$ cat src/rtl/mmfs_pkg.sv
// ----------------------------------------------------------------------------
// Min-max feature scaler package
// Widths, command and status codes, and the control structs shared between
// the controller and the datapath.
// ----------------------------------------------------------------------------
package mmfs_pkg;

   localparam int NUM_COLUMNS = 64;
   localparam int COLUMN_W    = 6;
   localparam int COL_IDX_W   = (NUM_COLUMNS > 1) ? $clog2(NUM_COLUMNS) : 1;
   localparam int DATA_W      = 32;
   localparam int SCALED_W    = 17;
   localparam int FRAC_W      = 16;

   typedef logic [1:0] cmd_type;
   localparam cmd_type CMD_OBSERVE = 2'd0;
   localparam cmd_type CMD_SCALE   = 2'd1;
   localparam cmd_type CMD_CLEAR   = 2'd2;

   typedef logic [1:0] status_type;
   localparam status_type ST_OK         = 2'd0;
   localparam status_type ST_ZERO_RANGE = 2'd1;
   localparam status_type ST_CLAMPED    = 2'd2;
   localparam status_type ST_UNSEEN     = 2'd3;

   localparam logic [SCALED_W-1:0] Q_ONE = SCALED_W'(1 << FRAC_W);

   typedef struct packed {
      logic load_item;
      logic obs_write;
      logic seen_clear;
      logic diff_load;
      logic check_load;
      logic div_start;
      logic out_load;
   } dp_cmd_type;

   typedef struct packed {
      cmd_type cmd;
      logic    early_result;
      logic    div_done;
      logic    out_free;
   } dp_status_type;

endpackage

$ cat src/rtl/mmfs_if.sv
// ----------------------------------------------------------------------------
// Min-max feature scaler channels
// Request and response channels with a valid/ready handshake.
// ----------------------------------------------------------------------------
interface mmfs_req_if import mmfs_pkg::*; ();
   logic                     valid;
   logic                     ready;
   cmd_type                  cmd;
   logic [COLUMN_W-1:0]      column;
   logic signed [DATA_W-1:0] sample_value;

   modport source (output valid, output cmd, output column, output sample_value,
                   input ready);
   modport sink   (input valid, input cmd, input column, input sample_value,
                   output ready);
endinterface

interface mmfs_rsp_if import mmfs_pkg::*; ();
   logic                valid;
   logic                ready;
   logic [SCALED_W-1:0] scaled_value;
   status_type          status;

   modport source (output valid, output scaled_value, output status, input ready);
   modport sink   (input valid, input scaled_value, input status, output ready);
endinterface

$ cat src/rtl/mmfs_ram.sv
// ----------------------------------------------------------------------------
// Generic RAM
// One write port and one read port; read data is registered.
// ----------------------------------------------------------------------------
module mmfs_ram #(
   parameter int WIDTH = 8,
   parameter int DEPTH = 16
) (
   input  logic                                         clock,
   input  logic                                         wr_en,
   input  logic [((DEPTH > 1) ? $clog2(DEPTH) : 1)-1:0] wr_addr,
   input  logic [WIDTH-1:0]                             wr_data,
   input  logic [((DEPTH > 1) ? $clog2(DEPTH) : 1)-1:0] rd_addr,
   output logic [WIDTH-1:0]                             rd_data_ff
);

   logic [WIDTH-1:0] mem_ff [DEPTH];

   always_ff @(posedge clock) begin
      if (wr_en) begin
         mem_ff[wr_addr] <= wr_data;
      end
      rd_data_ff <= mem_ff[rd_addr];
   end

endmodule

$ cat src/rtl/mmfs_divider.sv
// ----------------------------------------------------------------------------
// Radix-2 restoring divider
// Gives floor(dividend * 2^16 / divisor) for dividend <= divisor, one
// quotient bit per cycle.
// ----------------------------------------------------------------------------
module mmfs_divider import mmfs_pkg::*; (
   input  logic                clock,
   input  logic                reset,
   input  logic                start,
   input  logic [DATA_W-1:0]   dividend,
   input  logic [DATA_W-1:0]   divisor,
   output logic [SCALED_W-1:0] quotient,
   output logic                done
);

   localparam int CNT_W = $clog2(SCALED_W + 1);

   logic [CNT_W-1:0]    count_ff;
   logic [DATA_W-1:0]   rem_ff;
   logic [SCALED_W-1:0] quo_ff;
   logic                first_ff;
   logic [DATA_W:0]     trial;
   logic [DATA_W+1:0]   diff;
   logic                take;
   logic                busy;

   // The first step tests the integer bit without a shift; the remainder
   // stays below the divisor afterwards, so it always fits the data width.
   assign trial = first_ff ? {1'b0, rem_ff} : {rem_ff, 1'b0};
   assign diff  = {1'b0, trial} - {2'b00, divisor};
   assign take  = ~diff[DATA_W+1];
   assign busy  = (count_ff != '0);
   assign done  = (count_ff == CNT_W'(1));
   assign quotient = quo_ff;

   always_ff @(posedge clock) begin
      if (reset) begin
         count_ff <= '0;
      end else if (start) begin
         count_ff <= CNT_W'(SCALED_W);
      end else if (busy) begin
         count_ff <= count_ff - CNT_W'(1);
      end
   end

   always_ff @(posedge clock) begin
      if (start) begin
         rem_ff   <= dividend;
         first_ff <= 1'b1;
      end else if (busy) begin
         rem_ff   <= take ? diff[DATA_W-1:0] : trial[DATA_W-1:0];
         quo_ff   <= {quo_ff[SCALED_W-2:0], take};
         first_ff <= 1'b0;
      end
   end

endmodule

$ cat src/rtl/mmfs_datapath.sv
// ----------------------------------------------------------------------------
// Min-max feature scaler datapath
// Item register, column statistics, range checks, divider and output stage.
// ----------------------------------------------------------------------------
module mmfs_datapath import mmfs_pkg::*; (
   input  logic                     clock,
   input  logic                     reset,
   input  cmd_type                  req_cmd,
   input  logic [COLUMN_W-1:0]      req_column,
   input  logic signed [DATA_W-1:0] req_sample_value,
   input  dp_cmd_type               dp_cmd,
   output dp_status_type            dp_status,
   input  logic                     rsp_ready,
   output logic                     rsp_valid,
   output logic [SCALED_W-1:0]      rsp_scaled_value,
   output status_type               rsp_status
);

   cmd_type                  cmd_ff;
   logic [COLUMN_W-1:0]      column_ff;
   logic signed [DATA_W-1:0] value_ff;
   logic [NUM_COLUMNS-1:0]   seen_ff;
   logic [2*DATA_W-1:0]      stat_rd_data;
   logic [2*DATA_W-1:0]      stat_wr_data;
   logic signed [DATA_W-1:0] col_lo;
   logic signed [DATA_W-1:0] col_hi;
   logic signed [DATA_W-1:0] new_lo;
   logic signed [DATA_W-1:0] new_hi;
   logic [COL_IDX_W-1:0]     col_idx;
   logic                     col_valid;
   logic                     col_seen;
   logic [DATA_W:0]          offset_ff;
   logic [DATA_W:0]          range_ff;
   logic                     is_zero;
   logic                     is_below;
   logic                     is_above;
   logic                     early;
   logic                     res_fast_ff;
   status_type               res_status_ff;
   logic [SCALED_W-1:0]      res_value_ff;
   logic [SCALED_W-1:0]      quotient;
   logic                     div_done;
   logic                     rsp_valid_ff;
   logic [SCALED_W-1:0]      rsp_value_ff;
   status_type               rsp_status_ff;

   always_ff @(posedge clock) begin
      if (dp_cmd.load_item) begin
         cmd_ff    <= req_cmd;
         column_ff <= req_column;
         value_ff  <= req_sample_value;
      end
   end

   assign col_valid = (int'(column_ff) < NUM_COLUMNS);
   assign col_idx   = COL_IDX_W'(column_ff);
   assign col_seen  = col_valid && seen_ff[col_idx];

   always_ff @(posedge clock) begin
      if (reset || dp_cmd.seen_clear) begin
         seen_ff <= '0;
      end else if (dp_cmd.obs_write && col_valid) begin
         seen_ff[col_idx] <= 1'b1;
      end
   end

   // Minimum in the upper half of a word, maximum in the lower half.
   mmfs_ram #(
      .WIDTH (2 * DATA_W),
      .DEPTH (NUM_COLUMNS)
   ) u_stat_ram (
      .clock      (clock),
      .wr_en      (dp_cmd.obs_write && col_valid),
      .wr_addr    (col_idx),
      .wr_data    (stat_wr_data),
      .rd_addr    (col_idx),
      .rd_data_ff (stat_rd_data)
   );

   assign col_lo = stat_rd_data[2*DATA_W-1:DATA_W];
   assign col_hi = stat_rd_data[DATA_W-1:0];

   // The first sample of a column sets both bounds, whatever the stale entry holds.
   assign new_lo = (!col_seen || (value_ff < col_lo)) ? value_ff : col_lo;
   assign new_hi = (!col_seen || (value_ff > col_hi)) ? value_ff : col_hi;
   assign stat_wr_data = {new_lo, new_hi};

   always_ff @(posedge clock) begin
      if (dp_cmd.diff_load) begin
         offset_ff <= {value_ff[DATA_W-1], value_ff} - {col_lo[DATA_W-1], col_lo};
         range_ff  <= {col_hi[DATA_W-1], col_hi} - {col_lo[DATA_W-1], col_lo};
      end
   end

   // The range is never negative once the column has been seen, so its top
   // bit is clear and the offset's sign bit marks a value below the minimum.
   assign is_zero  = (range_ff == '0);
   assign is_below = offset_ff[DATA_W];
   assign is_above = (offset_ff[DATA_W-1:0] > range_ff[DATA_W-1:0]);
   assign early    = !col_seen || is_zero || is_below || is_above;

   always_ff @(posedge clock) begin
      if (dp_cmd.check_load) begin
         res_fast_ff <= early;
         if (!col_seen) begin
            res_status_ff <= ST_UNSEEN;
            res_value_ff  <= '0;
         end else if (is_zero) begin
            res_status_ff <= ST_ZERO_RANGE;
            res_value_ff  <= '0;
         end else if (is_below) begin
            res_status_ff <= ST_CLAMPED;
            res_value_ff  <= '0;
         end else if (is_above) begin
            res_status_ff <= ST_CLAMPED;
            res_value_ff  <= Q_ONE;
         end else begin
            res_status_ff <= ST_OK;
            res_value_ff  <= '0;
         end
      end
   end

   mmfs_divider u_divider (
      .clock    (clock),
      .reset    (reset),
      .start    (dp_cmd.div_start),
      .dividend (offset_ff[DATA_W-1:0]),
      .divisor  (range_ff[DATA_W-1:0]),
      .quotient (quotient),
      .done     (div_done)
   );

   always_ff @(posedge clock) begin
      if (reset) begin
         rsp_valid_ff <= 1'b0;
      end else if (dp_cmd.out_load) begin
         rsp_valid_ff <= 1'b1;
      end else if (rsp_ready) begin
         rsp_valid_ff <= 1'b0;
      end
   end

   always_ff @(posedge clock) begin
      if (dp_cmd.out_load) begin
         rsp_value_ff  <= res_fast_ff ? res_value_ff : quotient;
         rsp_status_ff <= res_status_ff;
      end
   end

   assign rsp_valid        = rsp_valid_ff;
   assign rsp_scaled_value = rsp_value_ff;
   assign rsp_status       = rsp_status_ff;

   assign dp_status.cmd          = cmd_ff;
   assign dp_status.early_result = early;
   assign dp_status.div_done     = div_done;
   assign dp_status.out_free     = !rsp_valid_ff || rsp_ready;

endmodule

$ cat src/rtl/mmfs_ctrl.sv
// ----------------------------------------------------------------------------
// Min-max feature scaler controller
// Sequences one item at a time: statistics read, then a clear, an update, or
// checks, division and hand-over to the output register.
// ----------------------------------------------------------------------------
module mmfs_ctrl import mmfs_pkg::*; (
   input  logic          clock,
   input  logic          reset,
   input  logic          req_valid,
   output logic          req_ready,
   input  dp_status_type dp_status,
   output dp_cmd_type    dp_cmd
);

   localparam logic [2:0] S_IDLE  = 3'd0;
   localparam logic [2:0] S_READ  = 3'd1;
   localparam logic [2:0] S_EVAL  = 3'd2;
   localparam logic [2:0] S_CHECK = 3'd3;
   localparam logic [2:0] S_DIV   = 3'd4;
   localparam logic [2:0] S_OUT   = 3'd5;

   logic [2:0] state_ff;
   logic [2:0] state_in;

   always_ff @(posedge clock) begin
      if (reset) begin
         state_ff <= S_IDLE;
      end else begin
         state_ff <= state_in;
      end
   end

   always_comb begin
      state_in  = state_ff;
      req_ready = 1'b0;
      dp_cmd    = '0;
      unique case (state_ff)
         S_IDLE: begin
            req_ready = 1'b1;
            if (req_valid) begin
               dp_cmd.load_item = 1'b1;
               state_in         = S_READ;
            end
         end
         // The statistics word is read during this cycle.
         S_READ: begin
            unique case (dp_status.cmd) inside
               CMD_OBSERVE, CMD_SCALE: begin
                  state_in = S_EVAL;
               end
               CMD_CLEAR: begin
                  dp_cmd.seen_clear = 1'b1;
                  state_in          = S_IDLE;
               end
               default: begin
                  state_in = S_IDLE;
               end
            endcase
         end
         S_EVAL: begin
            if (dp_status.cmd == CMD_OBSERVE) begin
               dp_cmd.obs_write = 1'b1;
               state_in         = S_IDLE;
            end else begin
               dp_cmd.diff_load = 1'b1;
               state_in         = S_CHECK;
            end
         end
         S_CHECK: begin
            dp_cmd.check_load = 1'b1;
            if (dp_status.early_result) begin
               state_in = S_OUT;
            end else begin
               dp_cmd.div_start = 1'b1;
               state_in         = S_DIV;
            end
         end
         S_DIV: begin
            if (dp_status.div_done) begin
               state_in = S_OUT;
            end
         end
         S_OUT: begin
            if (dp_status.out_free) begin
               dp_cmd.out_load = 1'b1;
               state_in        = S_IDLE;
            end
         end
         default: begin
            state_in = S_IDLE;
         end
      endcase
   end

endmodule

$ cat src/rtl/min_max_feature_scaler_top.sv
// ----------------------------------------------------------------------------
// Min-max feature scaler
// Tracks per-column minimum and maximum and scales values into Q1.16.
// ----------------------------------------------------------------------------
// Sequence: an observe passes read and update states before the next item is taken,
// a clear only the read state. A scale passes the read, difference and check states;
// a divided one waits in the divide state for the 17 steps of the radix-2 divider.
// The result enters the output register once that is free. Throughput: one item
// at a time. Reset clears the controller, the output register and every column's
// seen bit at once; the statistics memory needs no clearing pass.
module min_max_feature_scaler_top import mmfs_pkg::*; (
   input  logic      clock,
   input  logic      reset,
   mmfs_req_if.sink  req_if,
   mmfs_rsp_if.source rsp_if
);

   dp_cmd_type    dp_cmd;
   dp_status_type dp_status;

   mmfs_ctrl u_ctrl (
      .clock     (clock),
      .reset     (reset),
      .req_valid (req_if.valid),
      .req_ready (req_if.ready),
      .dp_status (dp_status),
      .dp_cmd    (dp_cmd)
   );

   mmfs_datapath u_datapath (
      .clock            (clock),
      .reset            (reset),
      .req_cmd          (req_if.cmd),
      .req_column       (req_if.column),
      .req_sample_value (req_if.sample_value),
      .dp_cmd           (dp_cmd),
      .dp_status        (dp_status),
      .rsp_ready        (rsp_if.ready),
      .rsp_valid        (rsp_if.valid),
      .rsp_scaled_value (rsp_if.scaled_value),
      .rsp_status       (rsp_if.status)
   );

   // A result is only moved into the output register when the slot is free.
   assert property (@(posedge clock) disable iff (reset)
      dp_cmd.out_load |-> dp_status.out_free)
      else $error("result loaded over an untaken response");

   assert property (@(posedge clock) disable iff (reset)
      dp_cmd.out_load |=> rsp_if.valid)
      else $error("loaded result not presented");

   // The item register is loaded only on an input transfer.
   assert property (@(posedge clock) disable iff (reset)
      dp_cmd.load_item |-> (req_if.valid && req_if.ready))
      else $error("item register loaded without a transfer");

   assert property (@(posedge clock) disable iff (reset)
      dp_cmd.div_start |=> !req_if.ready)
      else $error("new item accepted while division runs");

endmodule

$ cat src/flat_wrapper.sv
// flat-port wrapper written by rule: the top's interface ports become plain ports
module min_max_feature_scaler_top_flat import mmfs_pkg::*;
  (clock, reset, req_if_valid, req_if_cmd, req_if_column, req_if_sample_value, req_if_ready, rsp_if_valid, rsp_if_scaled_value, rsp_if_status, rsp_if_ready);
  mmfs_req_if req_if_i ();
  mmfs_rsp_if rsp_if_i ();
  input  logic clock;
  input  logic reset;
  input wire logic [$bits(req_if_i.valid)-1:0] req_if_valid;
  input wire logic [$bits(req_if_i.cmd)-1:0] req_if_cmd;
  input wire logic [$bits(req_if_i.column)-1:0] req_if_column;
  input wire logic [$bits(req_if_i.sample_value)-1:0] req_if_sample_value;
  output wire logic [$bits(req_if_i.ready)-1:0] req_if_ready;
  output wire logic [$bits(rsp_if_i.valid)-1:0] rsp_if_valid;
  output wire logic [$bits(rsp_if_i.scaled_value)-1:0] rsp_if_scaled_value;
  output wire logic [$bits(rsp_if_i.status)-1:0] rsp_if_status;
  input wire logic [$bits(rsp_if_i.ready)-1:0] rsp_if_ready;
  assign req_if_i.valid = req_if_valid;
  assign req_if_i.cmd = req_if_cmd;
  assign req_if_i.column = req_if_column;
  assign req_if_i.sample_value = req_if_sample_value;
  assign req_if_ready = req_if_i.ready;
  assign rsp_if_valid = rsp_if_i.valid;
  assign rsp_if_scaled_value = rsp_if_i.scaled_value;
  assign rsp_if_status = rsp_if_i.status;
  assign rsp_if_i.ready = rsp_if_ready;
  min_max_feature_scaler_top u_core (.clock(clock), .reset(reset), .req_if(req_if_i), .rsp_if(rsp_if_i));
endmodule
$ cat config.mk
export PLATFORM = sky130hd
export DESIGN_NAME = min_max_feature_scaler_top_flat
export DESIGN_NICKNAME = d
export VERILOG_FILES = /design/src/rtl/mmfs_pkg.sv /design/src/rtl/mmfs_if.sv /design/src/rtl/mmfs_ram.sv /design/src/rtl/mmfs_divider.sv /design/src/rtl/mmfs_datapath.sv /design/src/rtl/mmfs_ctrl.sv /design/src/rtl/min_max_feature_scaler_top.sv /design/src/flat_wrapper.sv
export SDC_FILE = /design/constraint.sdc
export NUM_CORES = 2
export LEC_CHECK = 0
export ABC_CLOCK_PERIOD_IN_PS = 6600
export BUFFER_PORTS_ARGS = -buffer_cell sky130_fd_sc_hd__buf_2
export CAP_MARGIN = 20
export CORE_MARGIN = 2
export CORE_UTILIZATION = 50
export CTS_CLUSTER_SIZE = 28
export DETAILED_ROUTE_END_ITERATION = 8
export GPL_TIMING_DRIVEN = 1
export MAX_ROUTING_LAYER = met4
export PLACE_DENSITY = 0.65
export SYNTH_ARGS = -nofsm -noshare
export SYNTH_HDL_FRONTEND = slang
export SYNTH_SLANG_ARGS = --single-unit
$ cat constraint.sdc
create_clock -name clock -period 6.6 [get_ports clock]
set_input_delay 0.66 -clock clock [delete_from_list [all_inputs] [get_ports clock]]
set_output_delay 0.66 -clock clock [all_outputs]
set_load 0.01 [all_outputs]
After elaboration in Yosys (flattened, before gate mapping). Memory sizes are Yosys's and may differ from the RTL's. A register that Yosys moved wholly into a read port is not among the register bits. Cells that the tools add are included. W data, S select, Z words.

Add/subtract/negate cells: 4. Order comparisons: 5. Equality and inequality tests: 11. Mux-type cells: 41. Bitwise gates (word level): 4. Reduce and logical (&&, ||, !) cells: 22.

Operators by type and width (number): $mux W32 (5); $sub A32 B32 Y33 (2); $gt A32 B32 Y1 (2); $or A64 B64 Y64 (1); $mux W17 (2); $sub A33 B32 Y34 (1); $logic_not A33 Y1 (1); $mux W33 (1); $lt A32 B32 Y1 (1); $mux W1 (19); $pmux W3 S6 (1); $mux W2 (6); $mux W5 (2); $mux W3 (3); $logic_or A1 B1 Y1 (7); $lt A6 B7 Y1 const B (1); $bmux W1 S6 (1); $demux W1 S6 (1); $eq A3 B2 Y1 const B (2); $eq A3 B3 Y1 const B (2); $ge A6 B1 Y1 const B (1); $reduce_or A2 Y1 (3); $eq A5 B1 Y1 const B (1); $reduce_bool A5 Y1 (1); other kinds (15) (20).

Flip-flop bits (word level): 268. RAM bits: 4096. Input port bits: 44. Output and inout port bits: 21. Logic and storage cells: 107. Memories: 1.

Memory list: u_core.u_datapath.u_stat_ram.mem_ff (depth 64, bits a word 64, rd ports 1, clocked after Yosys merged registers in 1, wr ports 1, line mmfs_ram.sv:17) `logic [WIDTH-1:0] mem_ff [DEPTH];`.

Depth between registers and ports, before layout.
Depth in word-level cells: 10. Depth in mapped cells: 17.

Modules after synthesis. From an unflattened synthesis, not the netlist that was laid out.

Cell total of the unflattened synthesis: 8387. Area total of the unflattened synthesis: 173782.9 sq um.

Modules (own cells, without submodules): mmfs_ram (times used 1, cells an instance 6598, area an instance 156348.7 sq um); mmfs_datapath (times used 1, cells an instance 1249, area an instance 12633.4 sq um); mmfs_divider (times used 1, cells an instance 510, area an instance 4553.1 sq um); mmfs_ctrl (times used 1, cells an instance 30, area an instance 247.7 sq um).

Worst setup path after synthesis. Ideal clock, no wire load.

Path type: reg2reg. Start point: reg u_core.u_datapath.value_ff[17]. End point: mem u_core.u_datapath.u_stat_ram.mem_ff[0][0] in the netlist's numbering, data pin. Arrival: 4.559 ns. Path slack: 1.477 ns. Cell stages (with the launch flop): 12. Clock period less this slack: 5.123 ns. Path through: edfxtp_1 -> ha_1 -> a21o_1 -> a21o_1 -> a21o_1 -> a221o_1 -> a221o_1 -> a21o_1 -> o41a_1 -> o21ai_2 -> buf_4 -> mux2i_1.

Word-level cells in the longest chain between the ends: 3.

Ends and longest elaborated chain: from (decl) (line mmfs_datapath.sv:21) `logic signed [DATA_W-1:0] value_ff;`; from (signal assigned) (line mmfs_datapath.sv:51) `value_ff <= req_sample_value;`; $gt A32 B32 Y1 (line mmfs_datapath.sv:85) `assign new_hi = (!col_seen || (value_ff > col_hi)) ? value_ff : col_hi;`; $logic_or A1 B1 Y1 (line mmfs_datapath.sv:85); $mux W32 (line mmfs_datapath.sv:85); via u_core.u_datapath.new_hi[0] (line mmfs_datapath.sv:28) `logic signed [DATA_W-1:0] new_hi;`; to (decl) (line mmfs_ram.sv:17).

The timed path passes the listed nets, and every way through them passes these cells.

Worst setup path in the final report.
Start point: reg u_core.u_datapath.u_stat_ram.rd_data_ff[33], read port of u_core.u_datapath.u_stat_ram.mem_ff. End point: mem u_core.u_datapath.u_stat_ram.mem_ff[25][46] in the netlist's numbering, data pin.

Word-level cells in the longest chain between the ends: 3.

Ends and longest elaborated chain: from (decl) (line mmfs_ram.sv:14) `output logic [WIDTH-1:0] rd_data_ff`; $lt A32 B32 Y1 (line mmfs_datapath.sv:84) `assign new_lo = (!col_seen || (value_ff < col_lo)) ? value_ff : col_lo;`; $logic_or A1 B1 Y1 (line mmfs_datapath.sv:84); $mux W32 (line mmfs_datapath.sv:84); via u_core.u_datapath.new_lo[14] (line mmfs_datapath.sv:27) `logic signed [DATA_W-1:0] new_lo;`.

The timed path passes the listed nets, and every way through them passes these cells.

==> results.sh <==
export IMPL_outcome="finished clean"
export IMPL_pin_count=65
export IMPL_synth_cells=9268
export IMPL_hold_class="input port to flip-flop"
export IMPL_wl_met2_mm=250.4
export IMPL_critPathTopFamily="compound AO/OA/AOI/OAI gates"
export IMPL_total_power_mw=64.17
export IMPL_rows=210
export IMPL_grt_pass1_vias=94310
export IMPL_postCtsSetupRepairBufs=0
export IMPL_vdd_ir_drop_max_uv=289.2
export IMPL_final_cells=14280
export IMPL_setup_tns_ps=0
export IMPL_path_class="flip-flop to flip-flop"
export IMPL_synthArstFlopShare_pct=0
export IMPL_pwr_density_cell_mw_per_mm2=343.5
export IMPL_path_cells="inv_1 -> ha_1 -> nor2b_1 -> o21a_1 -> o21ai_0 -> a311oi_1 -> nor2_1 -> o21ai_1 -> a2111oi_0 -> nor2_4 -> buf_12 -> mux2_2"
export IMPL_place_ws_ps=1075
export IMPL_dr_pass1_iters=6
export IMPL_via_count=100900
export IMPL_period_needed_ps=5685
export IMPL_die_w_um=577.5
export IMPL_drt_first_iter_violations=19580
export IMPL_cp_arrival_ps=6240
export IMPL_seq_area_frac_synth_pct=79.72
export IMPL_routed_wl_mm=558.6
export IMPL_start_kind="flip-flop"
export IMPL_clk_path_buf_depth=4
export IMPL_ctsResizeCount=0
export IMPL_dpl_cell_area_mm2=0.1722
export IMPL_numPlacedInstances=13420
export IMPL_path_clk_slew_ps=60
export IMPL_endpoint_kind="flip-flop"
export IMPL_root_buffer="clkbuf_16"
export IMPL_grt_pass1_wl_mm=754.2
export IMPL_relSlewSlack_pct=16.49
export IMPL_initial_utilization_pct=50.23
export IMPL_htree_levels=5
export IMPL_skew_ps=95.28
export IMPL_nets=9747
export IMPL_min_period_over_period_pct=86.13
export IMPL_finalMaxSlewViolations=0
export IMPL_coreArea_mm2=0.3274
export IMPL_drt_wirelength_per_cell_um=39.13
export IMPL_synth_nets=9478
export IMPL_max_stage_delay_ps=980
export IMPL_die_h_um=577.5
export IMPL_io_buffers=64
export IMPL_die_area_mm2=0.3335
export IMPL_grt_max_degree=121
export IMPL_cp_max_fo=64
export IMPL_netlist_area_mm2=0.1645
export IMPL_ys_ff_latch=4412
export IMPL_synth_distinct_cells=85
export IMPL_hpwl_mm=281.1
export IMPL_wl_met1_mm=199.4
export IMPL_overflow=0
export IMPL_antenna_found_initial=29
export IMPL_final_cell_mix="edfxtp_1, a22oi_1, clkbuf_16"
export IMPL_hold_violations=0
export IMPL_synth_main_ff_cell="edfxtp_1"
export IMPL_worst_path_buf_inv=2
export IMPL_final_core_utilization_pct=57.06
export IMPL_setup_viol=0
export IMPL_holdWs_ps=37.35
export IMPL_fmaxAchievable_mhz=175.9
export IMPL_cts_tree="yes"
export IMPL_antenna_left=0
export IMPL_synth_area_leaders="edfxtp_1, a22oi_1, dfxtp_1"
export IMPL_yosys_warnings=0
export IMPL_top_layer="met4"
export IMPL_rsz0062_at_grt="no"
export IMPL_syn_area_per_cell_um2=17.75
export IMPL_tightest_slew_ps=1253
export IMPL_layout_commonest_cell="edfxtp_1"
export IMPL_cts_num_sinks=4412
export IMPL_gp_congestion=0.9557
export IMPL_crit_path_top_delay_cell="mux2_2"
export IMPL_drcViolationCount=0
export IMPL_numCtsBuffers=429
export IMPL_wl_met3_mm=83.47
export IMPL_synthToLayoutAreaGrowth_pct=13.60
export IMPL_drv_cap=0
export IMPL_via_per_inst=7.069
export IMPL_cp_required_ps=7160
export IMPL_layout_drive_gt1_share_pct=12.14
export IMPL_power_leakage_nw=57.51
export IMPL_fin_ws_ps=915.1
export IMPL_clk_latency_ps=1010
export IMPL_cts_hold_buf=26
export IMPL_yosys_area_top_type_share_pct=78.04
export IMPL_synth_edf_count=4274
export IMPL_fillerInstances=24270
export IMPL_grtUsageTotal_pct=33.64
export IMPL_fin_area_mm2=0.1868
export IMPL_synth_largest_area_cell="edfxtp_1"
[synthesized netlist by cell type, types with 8 or more instances]
cell,number
nor2b_1,30
or3_1,9
buf_1,90
a21oi_1,219
nand2_1,129
mux2_2,88
nor4_1,80
nor2_1,184
mux2i_1,20
or2_2,8
nor3_1,40
dfxtp_1,138
edfxtp_1,4274
a211oi_1,14
a22oi_1,1655
xnor2_1,56
o21ai_0,60
a22o_1,198
inv_1,131
a31oi_1,230
nand3_1,108
a41oi_1,201
ha_1,163
and3_1,17
nand2b_1,26
xor2_1,21
a221oi_1,201
nand4_1,128
o21a_1,86
clkbuf_1,403
buf_2,58
o211ai_1,8
a21o_1,51
[power by group]
group          internal, mW  switching [mW]
clock                  14.0            10.6
combinational          2.27            4.96
sequential             31.9           0.376
[final timing paths]
path	startpoint	to	slack, ps	cells past startpoint
worst max-delay path	u_core.u_datapath.u_stat_ram.rd_data_ff[33]	u_core.u_datapath.u_stat_ram.mem_ff[25][46]	920	12
worst min-delay path	req_if_sample_value[14]	u_core.u_datapath.value_ff[14]	40	1
worst max register to register	u_core.u_datapath.u_stat_ram.rd_data_ff[33]	u_core.u_datapath.u_stat_ram.mem_ff[25][46]	920	12
worst min register to register	u_core.u_datapath.res_status_ff[1]	u_core.u_datapath.rsp_status[1]	430	0
[flip-flops by register name, indices dropped and copies added (netlist names), 32 cells and up]
register / flops
u_core.u_datapath.u_stat_ram.mem_ff: 4096
u_core.u_datapath.seen_ff: 64
u_core.u_datapath.u_stat_ram.rd_data_ff: 64
u_core.u_datapath.range_ff: 33
u_core.u_datapath.value_ff: 32
u_core.u_datapath.offset_ff: 33
u_core.u_datapath.u_divider.rem_ff: 32
[cell families after synthesis]
kind of cell	share of synthesized area, %
adder cells (fa/ha/maj)	1.277
AND/OR/NAND/NOR	2.498
AO/OA/AOI/OAI	13.61
multiplexers	0.8133
buffers and inverters	1.674
flip-flops	79.72
XOR/XNOR	0.4101
[final cells by class]
type | count | area (um^2) | area share (%)
clock inverter | 258 | 2734 | 1.463
tap | 4346 | 5438 | 2.911
timing repair buffer | 401 | 4332 | 2.319
sequential | 4412 | 131100 | 70.18
antenna | 22 | 55.05 | 0.02947
clock buffer | 544 | 11380 | 6.094
inverter | 133 | 499.2 | 0.2672
multi-input combinational | 4160 | 31280 | 16.74
[layer usage]
metal / global-route usage, % / vias to the layer above
li1: - / 39530
met1: 44.97 / 51530
met2: 49.72 / 8491
met3: 8.632 / 1376
met4: 13.01 / 0
met5: - / -
[worst register-to-register path, stage by stage, from the launching register on]
cell and delay, ps:
dfxtp_1 420, inv_1 130, ha_1 290, nor2b_1 140, o21a_1 140, o21ai_0 140, a311oi_1 690, nor2_1 160
o21ai_1 680, a2111oi_0 350, nor2_4 630, buf_12 410, mux2_2 1020
No activity file was read; power rests on OpenSTA's default activity.
